==> config.mk <==
export PLATFORM = sky130hd
export DESIGN_NAME = qte_sqrt_cell
export DESIGN_NICKNAME = d
export VERILOG_FILES = /design/src/hw/rtl/quaternion_to_euler_angles_top_assert.svh /design/src/hw/rtl/qte_sqrt_cell.sv
export SDC_FILE = /design/constraint.sdc
export NUM_CORES = 1
export LEC_CHECK = 0
export BUFFER_PORTS_ARGS = -buffer_cell sky130_fd_sc_hd__buf_2
export CAP_MARGIN = 20
export CORE_UTILIZATION = 45
export CTS_CLUSTER_SIZE = 14
export DETAILED_ROUTE_END_ITERATION = 10
export MAX_ROUTING_LAYER = met4
export PLACE_DENSITY = 0.75
export SYNTH_ARGS = -nofsm -noshare
export SYNTH_HDL_FRONTEND = slang
export SYNTH_SLANG_ARGS = --single-unit
==> constraint.sdc <==
create_clock -name i_clk -period 3.24 [get_ports i_clk]
set_clock_uncertainty 0.1 [all_clocks]
set_input_delay 0.648 -clock i_clk [delete_from_list [all_inputs] [get_ports i_clk]]
set_output_delay 0.648 -clock i_clk [all_outputs]
set_load 0.05 [all_outputs]
==> src/hw/rtl/quaternion_to_euler_angles_top_assert.svh <==
// ---------------------------------------------------------------------------
// Assertion macros for the quaternion to Euler angle converter
// Shared concurrent assertion forms, clocked on i_clk and disabled in reset.
// ---------------------------------------------------------------------------
`ifndef QUATERNION_TO_EULER_ANGLES_TOP_ASSERT_SVH
`define QUATERNION_TO_EULER_ANGLES_TOP_ASSERT_SVH

// Same-cycle implication.
`define QTE_ASSERT_IMP(lbl, ante, cons) \
    lbl: assert property (@(posedge i_clk) disable iff (!i_rst_n) (ante) |-> (cons)) \
        else $error("qte assertion failed");

// Next-cycle implication.
`define QTE_ASSERT_NXT(lbl, ante, cons) \
    lbl: assert property (@(posedge i_clk) disable iff (!i_rst_n) (ante) |=> (cons)) \
        else $error("qte assertion failed");

`endif

==> src/hw/rtl/qte_sqrt_cell.sv <==
// ---------------------------------------------------------------------------
// qte_sqrt_cell
// One restoring square root step: brings in two radicand bits and decides
// one root bit. Carries a side bus along so the other channels stay aligned.
// ---------------------------------------------------------------------------
`timescale 1ns / 1ps

module qte_sqrt_cell #(
    parameter int RAD_W  = 30,
    parameter int ROOT_W = 15,
    parameter int REM_W  = 18,
    parameter int PASS_W = 8
) (
    input  logic              i_clk,
    input  logic              i_en,
    input  logic [RAD_W-1:0]  i_rad,
    input  logic [REM_W-1:0]  i_rem,
    input  logic [ROOT_W-1:0] i_root,
    input  logic [PASS_W-1:0] i_pass,
    output logic [RAD_W-1:0]  o_rad,
    output logic [REM_W-1:0]  o_rem,
    output logic [ROOT_W-1:0] o_root,
    output logic [PASS_W-1:0] o_pass
);

    logic [RAD_W-1:0]  r_rad;
    logic [REM_W-1:0]  r_rem;
    logic [ROOT_W-1:0] r_root;
    logic [PASS_W-1:0] r_pass;

    logic [REM_W-1:0]  w_rem_sh;
    logic [REM_W-1:0]  w_trial;
    logic [REM_W-1:0]  n_rem;
    logic [ROOT_W-1:0] n_root;

    // Trial subtract of 4*root + 1 from the shifted remainder.
    always_comb begin
        w_rem_sh = {i_rem[REM_W-3:0], i_rad[RAD_W-1:RAD_W-2]};
        w_trial  = REM_W'({i_root, 2'b01});
        if (w_rem_sh >= w_trial) begin
            n_rem  = w_rem_sh - w_trial;
            n_root = {i_root[ROOT_W-2:0], 1'b1};
        end else begin
            n_rem  = w_rem_sh;
            n_root = {i_root[ROOT_W-2:0], 1'b0};
        end
    end

    // Step register.
    always_ff @(posedge i_clk) begin
        if (i_en) begin
            r_rad  <= {i_rad[RAD_W-3:0], 2'b00};
            r_rem  <= n_rem;
            r_root <= n_root;
            r_pass <= i_pass;
        end
    end

    assign o_rad  = r_rad;
    assign o_rem  = r_rem;
    assign o_root = r_root;
    assign o_pass = r_pass;

endmodule

### Word-level counts from Yosys, hierarchy flattened

Cells that the tools add are included.

* $lt $le $gt $ge: 1
* shifts and indexed selects: 0
* bitwise operators: 0
* div/mod/pow operators: 0
* reduce and logical (&&, ||, !) cells: 0
* multiplexer cells: 2
* equal/unequal tests: 0
* $add $sub $neg: 1
* multipliers: 0

Operators by type and width (number)
* 18-bit by 17-bit greater-or-equal comparator with 1-bit output: 1
* 18-bit 2-to-1 mux: 1
* 18-bit by 17-bit subtractor with 18-bit output: 1
* 1-bit 2-to-1 mux: 1

* output and inout bits: 71
* memories: 0
* RAM bits: 0
* logic and storage cells: 8
* ROM bits: 0
* bits in latches: 0
* register bits after elaboration: 69

### Depth between registers and ports, before layout

* depth in word-level cells: 2
* mapped depth: 11
* depth with buffers taken out: 9

### Least setup slack after synthesis

OpenSTA, ideal clock, no wires.

* kind: input to register
* from: in i_root[3]
* to: reg r_rem[10], in the netlist o_rem[10], data pin
* slack: 447 ps
* data required time: 2880 ps
* arrival time: 2432 ps
* path buffers: 1
* library setup time: 260 ps
* stages on the path: 10
* path through: inv_1 > ha_1 > o211ai_2 > a21oi_2 > o21a_1 > nor2_1 > o31a_4 > inv_4 > buf_12 > mux2_4

* longest elaborated chain between the ends: 2

Ends and longest elaborated chain
* start: declaration: RTL line qte_sqrt_cell.sv:18 `input logic [ROOT_W-1:0] i_root,`
* 18-bit by 17-bit subtractor with 18-bit output / 18-bit by 17-bit greater-or-equal comparator with 1-bit output (equally long branches): RTL line qte_sqrt_cell.sv:41, qte_sqrt_cell.sv:40
* 18-bit 2-to-1 mux (*): RTL line qte_sqrt_cell.sv:40 `if (w_rem_sh >= w_trial) begin`
* named net n_rem[10]: RTL line qte_sqrt_cell.sv:33 `logic [REM_W-1:0] n_rem;`
* end signal: assignment: RTL line qte_sqrt_cell.sv:53 `r_rem <= n_rem;`
* end: declaration: RTL line qte_sqrt_cell.sv:27 `logic [REM_W-1:0] r_rem;`

Mark *: on every way through the listed nets, which the timed path passes. The rest lies on a longest branch.
A chain may end at the register's enable or synchronous reset.

### Final worst setup path

* from: in i_root[7]
* to: reg r_rem[3], in the netlist o_rem[3], data pin

* longest elaborated chain between the ends: 2

Ends and longest elaborated chain (RTL line)
* 18-bit by 17-bit greater-or-equal comparator with 1-bit output: qte_sqrt_cell.sv:40
* 18-bit 2-to-1 mux: qte_sqrt_cell.sv:40
* named net n_rem[3]: qte_sqrt_cell.sv:33

The timed path passes the listed nets, and every way through them passes these cells.

==> results.md <==
* Hold-fix buffers at CTS at 0
* Area fraction in compound gates after synthesis at 11.9%
* Final Setup Violations at 0
* Final GP Congestion at 0.786
* Cell taking the most area after synthesis: edfxtp_1
* Worst hold slack at 0.382 ns
* Area share of and/or/nand/nor cells after synthesis at 6.57%
* Worst hold path class: input pin to flop
* Vias in the first global route at 2298
* CP startpoint: i_root[7]
* Synth warn at 0
* Largest family of logic cells by synthesized area: compound AO/OA/AOI/OAI gates
* Top_reg_cell synth: edfxtp_1
* I/O Buffers at around 140
* Die W at 88.3 um
* Finished Cell Area at about 4400 sq um
* Ant. Diodes at 0
* Post-DP HPWL at 5550 um
* Register area share after synthesis at 61.8%
* Asr flop ratio synth at 0%
* Syn Area/Cell at 13.7 sq um
* Setup bufs post-CTS at 0
* Final setup TNS at 0 ns
* Slew Limit Fails at 0
* FMAX at 374 MHz
* WL final at 7200 um
* GRT Total Usage at 19.0%
* Most common cell on crit path: nor2_1
* GRT overflow at 0
* Clock tree buffer depth at 2
* DR pass1 iterations at 4
* Initial Util at 46.4%
* Layout cells sized above 1 at 45.0%
* Die Y-Extent at ~88 um
* Synth top cells by count: 69 x edfxtp_1, 20 x inv_1, 17 x ha_1, 14 x a21oi_1
* Cell area after synthesis at 3350 sq um
* Count leader, synth: edfxtp_1
* Largest stage delay, worst path at 0.40 ns
* Crit path cell chain: buf_2 > inv_1 > ha_1 > nand2_1 > nor2_1 > o21a_1 > nor2_1 > o31a_4 > inv_4 > mux2_2
* Peak VDD IR at 0.212 mV
* Filler Cells Inserted at 613
* Area share of the largest cell type after synthesis at 61.8%
* Worst Path Max Fanout at 15
* Final critical-path share of the clock period at 82.5%
* CTS resizes at 0
* Initial antenna violation count at 0
* RSZ-0062 raised after global routing: no
* Crit end category: flop
* Synth Area in XOR/XNOR at under 10%
* CTS sink count at 69
* Slew headroom at around 62%
* Worst-Margin Slew at 0.554 ns
* Max-cap violations at 0
* Fin crit period at 2.67 ns
* H-tree levels at 3
* Fin nets at 485
* Crit path capture: o_rem[3]$_DFFE_PP_
* Type of the worst setup path: input pin to flop
* Clk slew on worst S/H paths at around 0.08 ns
* EDFF count, synth at between 60 and 70
* DIE AREA at 7800 sq um
* DR DRC count at 0
* Leakage at 1.97 nW
* First DRT Iteration DRCs at 91
* Worst endpoint required time at 3.24 ns
* Yosys reg bits at a little under 70
* # rows at 31
* Mux cell area share after synthesis at roughly 6.0%
* CP max-delay cell: o31a_4
* Outcome: complete, no violations
* Largest net degree at the start of global routing at 29
* CTS Buf Count at 9
* Number of routed nets with antenna violations at 0
* Mean number of vias per cell at 5.06
* Adder-cell share of the synthesized area at ~6.3%
* Setup crit start kind: input pin
* Worst EP arrival at 2.67 ns
* Netlist cell types at between 40 and 50
* Placed Area at between 4000 and 5000 sq um
* Drt wl/cell at 14.4 um
* # IOs at 144
* DR vias at between 2000 and 3000
* Root Buffer: clkbuf_8
* Top post-synthesis cells by area: edfxtp_1 62%, ha_1 6.3%, mux2_4 4.0%
* Synthesis-to-finish area growth at 30.9%
* Hold Fails Final Rpt at 0
* Core box area at 7210 sq um
* Power, Total at 2.59 mW
* Power Dens Cells at 590 nW/um^2
* First-pass GRT wire length at between 10000 and 15000 um
* CTS tree: done
* Post-synthesis instance total at 244
## sequential cells by signal (all words and copies together), names as in the netlist
name and cells:
o_pass 8, o_rad 28, o_rem 18, o_root 15
## worst max-delay path, delay by kind of cell
kind            cells  cell delay, ns
compound gates      2            0.56
mux                 1            0.38
simple gates        3            0.35
fa+ha+maj           1            0.36
buf+inv             3            0.35
## metrics by stage
| stage | cells | utilization, % | setup slack [ns] |
|---|---|---|---|
| floorplan | 245 | - | 0.447 |
| global placement | 483 | 57.8 | 0.215 |
| detailed placement | 483 | 57.8 | 0.203 |
| CTS | 499 | 60.8 | 0.563 |
| global route | 499 | 60.8 | 0.424 |
| finish | 499 | 60.8 | 0.567 |
## layout by cell type (no fill, tap or decap), drive strengths merged, types with 2 or more instances in the layout
cell,count
nand2,11
a211oi,6
o31a,2
o21ai,11
buf,146
xor2,5
ha,17
inv,22
and3,2
o21a,5
a211o,2
a21oi,15
nand3,4
bufinv,2
nand2b,3
nor4,2
nand4,3
a21o,4
o31ai,2
edfxtp,69
mux2,14
clkbuf,10
conb,2
o21bai,3
clkinv,3
o211ai,4
nor2,10
xnor2,7
nor3,4
## power by group
group / switching [mW] / internal (mW) / leakage (nW)
logic: 0.508 / 0.220 / 1.19
clock network: 0.320 / 0.434 / 0.108
registers: 0.0190 / 1.09 / 0.675
total: 0.847 / 1.74 / 1.97
## cell families (layout without fill, tap and decap cells)
logic type / Yosys count / after routing
adder cells (fa/ha/maj): 17 / 17
other: 1 / 2
XOR/XNOR: 12 / 12
multiplexers: 15 / 15
buffers and inverters: 28 / 183
flip-flops: 69 / 69
AND/OR/NAND/NOR: 44 / 44
AO/OA/AOI/OAI: 58 / 58
## worst min-delay path by stage
| stage | from | to | slack [ns] | cells after the start |
|---|---|---|---|---|
| floorplan | i_pass[0] | o_pass[0]$_DFFE_PP_ | 0.65 | 0 |
| global placement | i_rad[22] | o_rad[24]$_DFFE_PP_ | 0.72 | 1 |
| detailed placement | i_rad[25] | o_rad[27]$_DFFE_PP_ | 0.73 | 1 |
| finish | i_rad[11] | o_rad[13]$_DFFE_PP_ | 0.38 | 1 |
| CTS | i_rad[25] | o_rad[27]$_DFFE_PP_ | 0.36 | 1 |
| global route | i_pass[0] | o_pass[0]$_DFFE_PP_ | 0.36 | 1 |
## final cells by class
cell class,instances,area [sq um],area share [%]
Sequential cell,69,2070,47.2
Multi-Input combinational cell,148,1150,26.2
Timing Repair Buffer,146,748,17.1
Clock buffer,10,128,2.91
Tap cell,99,124,2.82
Clock inverter,6,86.3,1.97
Inverter,21,81.3,1.85
## per-layer routing
layer | GRT usage, % | wire (um) | vias up
li1 | - | - | 1223
met1 | 20.8 | 2880 | 1190
met2 | 32.3 | 3700 | 100
met3 | 5.04 | 512 | 11
met4 | 8.36 | 108 | 0
met5 | - | 0 | -
Power figures use the tool's default switching activity.
