--- src/hw/rtl/quaternion_to_euler_angles_top_assert.svh ---
// ---------------------------------------------------------------------------
// Assertion macros for the quaternion to Euler angle converter
// Shared concurrent assertion forms, clocked on i_clk and disabled in reset.
// ---------------------------------------------------------------------------
`ifndef QUATERNION_TO_EULER_ANGLES_TOP_ASSERT_SVH
`define QUATERNION_TO_EULER_ANGLES_TOP_ASSERT_SVH

// Same-cycle implication.
`define QTE_ASSERT_IMP(lbl, ante, cons) \
    lbl: assert property (@(posedge i_clk) disable iff (!i_rst_n) (ante) |-> (cons)) \
        else $error("qte assertion failed");

// Next-cycle implication.
`define QTE_ASSERT_NXT(lbl, ante, cons) \
    lbl: assert property (@(posedge i_clk) disable iff (!i_rst_n) (ante) |=> (cons)) \
        else $error("qte assertion failed");

`endif

--- src/hw/rtl/qte_pkg.sv ---
// ---------------------------------------------------------------------------
// qte_pkg
// Shared constants and the CORDIC arctangent table.
// ---------------------------------------------------------------------------
`timescale 1ns / 1ps

package qte_pkg;

    // Angle accumulator width, Q.30 with headroom past pi plus the table sum.
    localparam int ANG_W    = 35;
    localparam int ATAN_LEN = 24;

    localparam logic signed [ANG_W-1:0] PI_Q30     = 35'sd3373259426;
    // Half pi in Q3.13 moved up to Q.30, so it rounds back to exactly 12868.
    localparam logic signed [ANG_W-1:0] GIMBAL_Q30 = 35'sd1686634496;

    localparam logic signed [17:0] PI_Q13      = 18'sd25736;
    localparam logic signed [17:0] HALF_PI_Q13 = 18'sd12868;

    // Rounded atan(2^-i) in Q.30.
    function automatic logic signed [ANG_W-1:0] atan_q30(input int idx);
        logic signed [ANG_W-1:0] a;
        case (idx)
            0:       a = 35'sd843314857;
            1:       a = 35'sd497837830;
            2:       a = 35'sd263043837;
            3:       a = 35'sd133525159;
            4:       a = 35'sd67021687;
            5:       a = 35'sd33543516;
            6:       a = 35'sd16775851;
            7:       a = 35'sd8388437;
            8:       a = 35'sd4194283;
            9:       a = 35'sd2097149;
            10:      a = 35'sd1048576;
            11:      a = 35'sd524288;
            12:      a = 35'sd262144;
            13:      a = 35'sd131072;
            14:      a = 35'sd65536;
            15:      a = 35'sd32768;
            16:      a = 35'sd16384;
            17:      a = 35'sd8192;
            18:      a = 35'sd4096;
            19:      a = 35'sd2048;
            20:      a = 35'sd1024;
            21:      a = 35'sd512;
            22:      a = 35'sd256;
            23:      a = 35'sd128;
            default: a = '0;
        endcase
        return a;
    endfunction

endpackage

--- src/hw/rtl/qte_cordic_cell.sv ---
// ---------------------------------------------------------------------------
// qte_cordic_cell
// One vectoring CORDIC micro-rotation on a packed {x, y, angle, hold} vector.
// A held vector passes through unchanged.
// ---------------------------------------------------------------------------
`timescale 1ns / 1ps

module qte_cordic_cell
    import qte_pkg::*;
#(
    parameter int CW    = 19,
    parameter int SHIFT = 0
) (
    input  logic                      i_clk,
    input  logic                      i_en,
    input  logic [2*CW+ANG_W:0]       i_vec,
    output logic [2*CW+ANG_W:0]       o_vec
);

    localparam int VEC_W = 2 * CW + ANG_W + 1;
    localparam logic signed [ANG_W-1:0] ATAN_STEP = atan_q30(SHIFT);

    logic signed [CW-1:0]    w_x, w_y, w_dx, w_dy, n_x, n_y;
    logic signed [ANG_W-1:0] w_ang, n_ang;
    logic                    w_hold;
    logic [VEC_W-1:0]        r_vec;

    // Unpack and rotate toward the x axis.
    always_comb begin
        w_x    = $signed(i_vec[VEC_W-1 -: CW]);
        w_y    = $signed(i_vec[VEC_W-1-CW -: CW]);
        w_ang  = $signed(i_vec[ANG_W:1]);
        w_hold = i_vec[0];
        w_dx   = w_y >>> SHIFT;
        w_dy   = w_x >>> SHIFT;
        if (w_hold) begin
            n_x   = w_x;
            n_y   = w_y;
            n_ang = w_ang;
        end else if (!w_y[CW-1]) begin
            n_x   = w_x + w_dx;
            n_y   = w_y - w_dy;
            n_ang = w_ang + ATAN_STEP;
        end else begin
            n_x   = w_x - w_dx;
            n_y   = w_y + w_dy;
            n_ang = w_ang - ATAN_STEP;
        end
    end

    // Stage register.
    always_ff @(posedge i_clk) begin
        if (i_en) begin
            r_vec <= {n_x, n_y, n_ang, w_hold};
        end
    end

    assign o_vec = r_vec;

endmodule

--- config.mk ---
export PLATFORM = sky130hd
export DESIGN_NAME = qte_cordic_cell
export DESIGN_NICKNAME = d
export VERILOG_FILES = /design/src/hw/rtl/quaternion_to_euler_angles_top_assert.svh /design/src/hw/rtl/qte_pkg.sv /design/src/hw/rtl/qte_cordic_cell.sv
export SDC_FILE = /design/constraint.sdc
export NUM_CORES = 1
export LEC_CHECK = 0
export BUFFER_PORTS_ARGS = -buffer_cell sky130_fd_sc_hd__buf_2
export CAP_MARGIN = 25
export CORE_MARGIN = 2
export CORE_UTILIZATION = 52
export DETAILED_ROUTE_END_ITERATION = 10
export PLACE_DENSITY_LB_ADDON = 0.15
export SLEW_MARGIN = 20
export SYNTH_ARGS = -nofsm -noshare
export SYNTH_HDL_FRONTEND = slang
export SYNTH_SLANG_ARGS = --single-unit
--- constraint.sdc ---
create_clock -name i_clk -period 4.2 [get_ports i_clk]
set_input_delay 0.42 -clock i_clk [delete_from_list [all_inputs] [get_ports i_clk]]
set_output_delay 0.42 -clock i_clk [all_outputs]
set_load 0.005 [all_outputs]
======== Word level (Yosys, flattened, before mapping) ========
Cells that the tools add are included.
storage, ports and cells
  input port bits ......................... 76
  word-level logic and storage cells ...... 12
  flip-flop bits (word level) ............. 74
operators by class
  muxes and demuxes ....................... 6
  add/sub/neg operators ................... 5
operators with widths
  cell                                                                    count
  19-bit 2-to-1 mux                                                       4
  35-bit 2-to-1 mux                                                       2
  19-bit subtractor                                                       2
  35-bit by 31-bit adder with 35-bit output (second input constant)       1
  35-bit by 31-bit subtractor with 35-bit output (second input constant)  1
  19-bit adder                                                            1

======== Depth between registers and ports, before layout ========
Gate-level depths: netlist of the first run.
  word-level depth ........................ 3
  depth in mapped cells ................... 13
  mapped depth without buffers ............ 13

======== Least setup slack after synthesis of the first run ========
OpenSTA, ideal clock, no wires.
  kind .................................... input to register
  from .................................... input port i_vec[54]
  to ...................................... register r_vec[35] (netlist: o_vec[35]), data pin
  setup time .............................. 0.256 ns
  arrival ................................. 3.734 ns
  slack ................................... 0.209 ns
  stages .................................. 13
  path through ............................ inv_1 -> buf_1 -> ha_1 -> a21oi_1 -> o21ai_2 -> a221oi_2 -> a21oi_1 -> o31a_1 -> a311o_1 -> a41o_1 -> and4_1 -> a211o_1 -> xor2_1
on the way
  word-level cells in the longest chain between the ends .. 2
ends and longest elaborated chain
  element               line                   text
  start, declared       qte_cordic_cell.sv:16  input logic [2*CW+ANG_W:0] i_vec,
  35-bit 2-to-1 mux     qte_cordic_cell.sv:40  end else if (!w_y[CW-1]) begin
  35-bit 2-to-1 mux     qte_cordic_cell.sv:36  if (w_hold) begin
  via n_ang[34]         qte_cordic_cell.sv:24  logic signed [ANG_W-1:0] w_ang, n_ang;
  end signal, assigned  qte_cordic_cell.sv:54  r_vec <= {n_x, n_y, n_ang, w_hold};
  end, declared         qte_cordic_cell.sv:26  logic [VEC_W-1:0] r_vec;
The timed path passes the listed nets, and every way through them passes these cells.
A chain may end at the register's enable or synchronous reset.

======== Final worst setup path of the first run ========
Ends and elaborated chain as after synthesis.

==> flow_summary_export.csv, run 1 <==
group,metric,value,unit
status,outcome,"finished clean",
clock_network,cts_tree,"done",
clock_network,ctsHoldBuffers,0,
worst_setup_path,cp-endpoint,"o_vec[35]",
synth,yosys_register_bits,74,
layout,diodes,0,
timing,worstMarginPinSlew,974.2,ps
floorplan,start_util,53.51,%
timing,fmax,274.2,MHz
route,vias_per_cell,5.831,
synth,synth_area_leader_cell,"edfxtp_1",
global_route,grt_usage,26.10,%
global_route,grt_pass1_wl,31.27,mm
clock_network,cts_sinks,74,
route,drc_errors,0,
placed_design,place_hpwl,14.91,mm
floorplan,fp.coreArea,13990,sq um
placed_design,dpl_worst_slack,236.6,ps
worst_setup_path,critical_path_arrival,3750,ps
timing,final.min_clock_period,3646,ps
synth,syn_area,7485,sq um
layout,final_core_util,61.76,%
worst_setup_path,critPathLaunchType,"input pin",
timing,relSlewSlack,35.05,%
clock_network,cts_made_buffers,9,
synth,synthesis.nets,1033,
route,routed_wl,19.85,mm
layout,drive_gt1_share,18.34,%
global_route,grt_antenna_before_repair,0,
layout,largest_reg_flops,74,
clock_network,cts_setup_buffers,0,
timing,final_max_slew_viol_count,0,
timing,rsz0062_at_grt,"no",
layout,area_delta_synth_final,15.43,%
timing,hold_violations,0,
floorplan,die-height,124.0,um
synth,post-synth-top-count-cell,"a21oi_1",
worst_setup_path,crit_start,"i_vec[54]",
global_route,grt_pass1_vias,6463,
synth,synthFlopType,"edfxtp_1",
synth,yosysSeqAreaShare,29.69,%
synth,synth_edf_count,74,
pwr,vdd_drop_max,0.1702,mV
layout,nets,1160,
floorplan,rows,43,
synth,synthCells,866,
timing,layout_setup_ws,553.6,ps
synth,synthTopCellsByArea,"edfxtp_1 (30%), ha_1 (15%), a21oi_1 (5.9%)",
timing,setup_tns,0,ps
floorplan,die_area,15370,sq um
global_route,gr-total-overflow,0,
worst_setup_path,setup.worst_path.end_class,"flop",
route,dr_total_vias,6869,
synth,synth_top_area_share,29.69,%
floorplan,boundaryPins,150,
job,maxCapViolations,0,
timing,hold_slack,373.1,ps
pwr,power.leakage,3.955,nW
route,drt_iter0_drc,380,
layout,fill_cells,1270,
synth,ys_top_cells_by_count,"a21oi_1 (88), ha_1 (87), o21ai_0 (81)",
route,routedWlPerCell,16.85,um
clock_network,cts-root-buf,"clkbuf_16",
route,final_antenna_net_count,0,
worst_setup_path,path_max_fanout,10,
synth,yosysWarningCount,0,
synth,async_flop_share,0,%
clock_network,cts.clk_slew.worst_paths,60,ps
clock_network,ctsHtreeMaxLevel,3,
synth,synth.distinct_cells,63,
min_path,hold_path_class,"input pin to flop",
clock_network,ctsResizeCount,0,
placed_design,routabilityCongestion,0.9544,
worst_setup_path,critPathRequiredTime,4300,ps
timing,finalCritPeriodShare,86.82,%
global_route,grt_max_degree,75,
placed_design,io_buffers,149,
timing,setup-violations-final,0,
floorplan,die_w,124.0,um
clock_network,clockBufferDepth,2,
route,first_pass_iters,5,
synth,avgSynthCellArea,8.643,sq um
worst_setup_path,critical_path_class,"input pin to flop",
pwr,power_per_cell_area,313.4,nW/um^2
==> critical path, cell delays in order <==
cell,delay [ps]
buf_2,170
inv_1,300
buf_4,250
ha_1,300
nand2_1,140
nor2_1,90
a221oi_2,240
a21oi_1,110
o31a_1,350
a311o_1,430
a41o_1,330
and4_1,210
a211o_1,270
xor2_1,140
==> cell usage in the layout (no fill, tap or decap), types with 6 or more instances in the layout <==
| master | instances |
|---|---|
| buf_2 | 147 |
| a21oi_1 | 88 |
| ha_1 | 87 |
| o21ai_0 | 81 |
| edfxtp_1 | 74 |
| nand2_1 | 71 |
| inv_1 | 60 |
| nor2_1 | 52 |
| xnor2_1 | 47 |
| a21o_1 | 33 |
| nor3_1 | 22 |
| mux2i_1 | 20 |
| o21bai_1 | 17 |
| xor2_1 | 17 |
| nand3_1 | 12 |
| a211oi_1 | 11 |
| o211ai_1 | 10 |
| nor2b_1 | 10 |
| o21a_1 | 9 |
| and3_1 | 9 |
| nand2b_1 | 9 |
| clkbuf_16 | 9 |
| buf_4 | 8 |
| a31oi_1 | 7 |
| o31ai_1 | 7 |
| a21boi_0 | 6 |
| mux2_2 | 6 |
==> how the worst min path moves through the flow <==
stage	startpoint	end	cells after the start
floorplan	i_vec[0]	o_vec[0]	0
global placement	i_vec[34]	o_vec[34]	3
detailed placement	i_vec[24]	o_vec[24]	3
CTS	i_vec[34]	o_vec[34]	3
global route	i_vec[29]	o_vec[29]	3
finish	i_vec[25]	o_vec[25]	3
==> per-stage QoR <==
step,cells,total power [mW],area (sq um)
global placement,1162,1.914,8354
global route,1178,2.871,8640
finish,1178,2.708,8640
detailed placement,1162,1.929,8354
floorplan,866,1.612,7485
CTS,1178,2.712,8640
==> power breakdown <==
part,switching (mW),internal [mW],leakage (nW),total [mW]
combinational,0.558,0.413,3.09,0.971
sequential,0.0244,0.934,0.723,0.958
clock,0.326,0.453,0.140,0.779
total,0.908,1.80,3.96,2.71
==> kinds of logic (layout without fill, tap and decap cells) <==
kind of cell | after synthesis | after routing | share of synthesized area, %
AO/OA/AOI/OAI | 306 | 306 | 25.88
XOR/XNOR | 64 | 64 | 7.489
adder cells (fa/ha/maj) | 91 | 91 | 15.61
buffers and inverters | 100 | 232 | 5.082
flip-flops | 74 | 74 | 29.69
multiplexers | 26 | 26 | 3.577
AND/OR/NAND/NOR | 205 | 205 | 12.67
==> layout make-up <==
type	count	area (sq um)	share of cell area [%]
Tap cell	180	225.2	2.607
Clock inverter	7	60.06	0.6951
Multi-Input combinational cell	692	4882	56.51
Sequential cell	74	2222	25.72
Clock buffer	9	225.2	2.607
Inverter	61	229.0	2.650
Timing Repair Buffer	155	795.8	9.211
==> layer usage <==
layer	global-route usage (%)	share of wire [%]
met1	35.14	45
met2	43.65	47
met3	4.441	6.3
met4	6.742	1.3
met5	0	0
(Power assumes the default switching activity.)
==> inputs of run 2 (changes only) <==
--- a/config.mk
+++ b/config.mk
@@ -5,10 +5,11 @@
 export SDC_FILE = /design/constraint.sdc
 export NUM_CORES = 1
 export LEC_CHECK = 0
+export ABC_AREA = 1
 export BUFFER_PORTS_ARGS = -buffer_cell sky130_fd_sc_hd__buf_2
 export CAP_MARGIN = 25
 export CORE_MARGIN = 2
-export CORE_UTILIZATION = 52
+export CORE_UTILIZATION = 59
 export DETAILED_ROUTE_END_ITERATION = 10
 export PLACE_DENSITY_LB_ADDON = 0.15
 export SLEW_MARGIN = 20
==> constraint.sdc (replaced) <==
create_clock -name i_clk -period 3.8 [get_ports i_clk]
set_input_delay 0.38 -clock i_clk [delete_from_list [all_inputs] [get_ports i_clk]]
set_output_delay 0.38 -clock i_clk [all_outputs]
set_load 0.005 [all_outputs]
==> flow_summary_export.csv, run 2 <==
group,metric,value,unit
timing,hold_violations,0,
clock_network,clockBufferDepth,2,
placed_design,routabilityCongestion,0.9855,
synth,yosysSeqAreaShare,25.47,%
layout,layout_commonest_cell,"nand2_1",
worst_setup_path,setup.worst_path.end_class,"flop",
worst_setup_path,critical_path_arrival,2660,ps
synth,ys_top_cells_by_count,"nand2_1 (456), inv_1 (185), nand3_1 (123)",
timing,relSlewSlack,28.82,%
synth,synth_edf_count,74,
placed_design,placedCellCount,1666,
route,drc_errors,0,
synth,yosysWarningCount,0,
global_route,grt_pass1_wl,43.19,mm
global_route,grt_max_degree,75,
route,drt_iter0_drc,932,
worst_setup_path,worst-path-stages,14,
worst_setup_path,slowest_delay,530,ps
worst_setup_path,critical_path_class,"input pin to flop",
clock_network,cts_made_buffers,9,
synth,syn_area,8723,sq um
clock_network,cts.clk_slew.worst_paths,70,ps
layout,final_core_util,67.70,%
route,routedWlPerCell,16.28,um
timing,setup-violations-final,0,
clock_network,cts_tree,"done",
timing,final_max_slew_viol_count,0,
route,routed_wl,27.40,mm
pwr,vdd_drop_max,0.2296,mV
floorplan,start_util,60.25,%
worst_setup_path,cpMostUsedCell,"nand2_1",
layout,drive_gt1_share,12.95,%
floorplan,boundaryPins,150,
floorplan,fp.coreArea,14480,sq um
synth,synth_top_area_share,25.47,%
synth,synthesis.nets,1530,
clock_network,ctsHoldBuffers,0,
pwr,pwr-share-clk,26.7,%
floorplan,die_w,125.6,um
timing,worstMarginPinSlew,1068,ps
worst_setup_path,path_max_fanout,16,
synth,synth_area_leader_cell,"edfxtp_1",
pwr,swShare,39.19,%
pwr,power.internal,1.886,mW
global_route,grt_pass1_vias,8702,
timing,fmax,391.2,MHz
global_route,grt_usage,34.25,%
route,vias_per_cell,5.693,
clock_network,ctsHtreeMaxLevel,3,
synth,async_flop_share,0,%
route,dr_total_vias,9582,
synth,synth.distinct_cells,47,
clock_network,cts_sinks,74,
layout,largest_reg_flops,74,
status,outcome,"finished clean",
timing,finalCritPeriodShare,67.27,%
timing,rsz0062_at_grt,"no",
placed_design,dpl_worst_slack,961.7,ps
timing,layout_setup_ws,1244,ps
floorplan,die_area,15770,sq um
min_path,hold_path_class,"input pin to flop",
worst_setup_path,path_cells,"buf_2 > inv_1 > ha_1 > nand2_1 > inv_1 > nand2_1 > nand2_1 > nand2_1 > nand3_1 > nand2_1 > nand2_1 > or2_2 > nand3_1 > nand2_1",
route,final_antenna_net_count,0,
worst_setup_path,slowest_stage,"inv_1",
synth,avgSynthCellArea,6.400,sq um
layout,design_area,9802,sq um
layout,area_delta_synth_final,12.36,%
pwr,pwr-share-seq,33.9,%
pwr,power.leakage,5.242,nW
pwr,power_per_cell_area,316.4,nW/um^2
clock_network,cts-root-buf,"clkbuf_16",
worst_setup_path,critPathRequiredTime,3900,ps
worst_setup_path,path_buf_inv,3,
pwr,switchingPower,1.215,mW
synth,post-synth-top-count-cell,"nand2_1",
layout,stdcell_count,1683,
clock_network,ctsResizeCount,0,
job,maxCapViolations,0,
synth,synthFlopType,"edfxtp_1",
placed_design,io_buffers,149,
worst_setup_path,critPathLaunchType,"input pin",
floorplan,rows,44,
placed_design,place_hpwl,21.33,mm
synth,synthTopCellsByArea,"edfxtp_1 (25%), nand2_1 (20%), ha_1 (12%)",
synth,synthCells,1363,
global_route,gr-total-overflow,0,
clock_network,cts_setup_buffers,0,
global_route,grt_antenna_before_repair,1,
placed_design,dpl_cell_area,9529,sq um
synth,yosys_register_bits,74,
timing,setup_tns,0,ps
timing,final.min_clock_period,2556,ps
layout,final_cell_mix,"nand2_1 (456), inv_1 (185), buf_2 (148), nand3_1 (123), nor2_1 (119)",
layout,nets,1660,
min_path,holdPathStages,3,
route,first_pass_iters,5,
floorplan,die-height,125.6,um
pwr,combPwrFrac,39.4,%
worst_setup_path,cp_top_family,"simple AND/OR/NAND/NOR gates",
-- run 2: cell count changes after synthesis, sizes merged, moves of 10 or more --
cell / delta
nand2: +388
inv: +128
nand3: +112
nor2: +71
xnor2: -37
a21o: -29
clkbuf: -22
mux2i: -20
buf: +19
o21ai: -13
a211oi: -12
a21oi: +10
nor2b: -10
-- run 2: layout make-up --
class / instances / area [sq um]
Clock buffer: 9 / 225.2
Multi-Input combinational cell: 1065 / 5578
Inverter: 188 / 705.7
Fill cell: 1357 / 4677
Sequential cell: 74 / 2222
Tap cell: 184 / 230.2
Clock inverter: 7 / 45.04
Timing Repair Buffer: 155 / 793.3
Antenna cell: 1 / 2.502
-- run 2: kinds of logic after synthesis --
| kind of cell | count (synthesis) | share of synthesized area (%) |
|---|---|---|
| flops | 74 | 25.47 |
| xor+xnor | 24 | 2.410 |
| simple gates | 746 | 35.28 |
| buf+inv | 224 | 10.59 |
| compound gates | 204 | 12.85 |
| fa+ha+maj | 91 | 13.40 |
-- run 2: power groups by stage --
stage	clock [mW]	combinational, mW	sequential [mW]
after floorplan	0	0.788	1.07
after global placement	0	1.17	1.07
after detailed placement	0	1.19	1.07
after CTS	0.821	1.20	1.05
after global routing	0.862	1.36	1.06
final	0.827	1.22	1.05
-- run 2: final timing paths --
path                      start         to
worst max-delay path  i_vec[54]  o_vec[14]
worst min-delay path  i_vec[31]  o_vec[31]
-- run 2: stage by stage --
| stage | power, mW | hold WS, ps |
|---|---|---|
| after floorplan | 1.863 | 478.9 |
| final | 3.101 | 322.3 |
| after global placement | 2.240 | 673.5 |
| after global routing | 3.285 | 335.1 |
| after CTS | 3.072 | 320.5 |
| after detailed placement | 2.260 | 678.7 |
-- run 2: metal layers --
layer / part of all wire, % / vias up / GRT usage [%]
li1: - / 4692 / -
met1: 43 / 4267 / 48.19
met2: 44 / 568 / 53.74
met3: 11 / 55 / 4.835
met4: 2.6 / 0 / 12.68
met5: 0 / - / 0
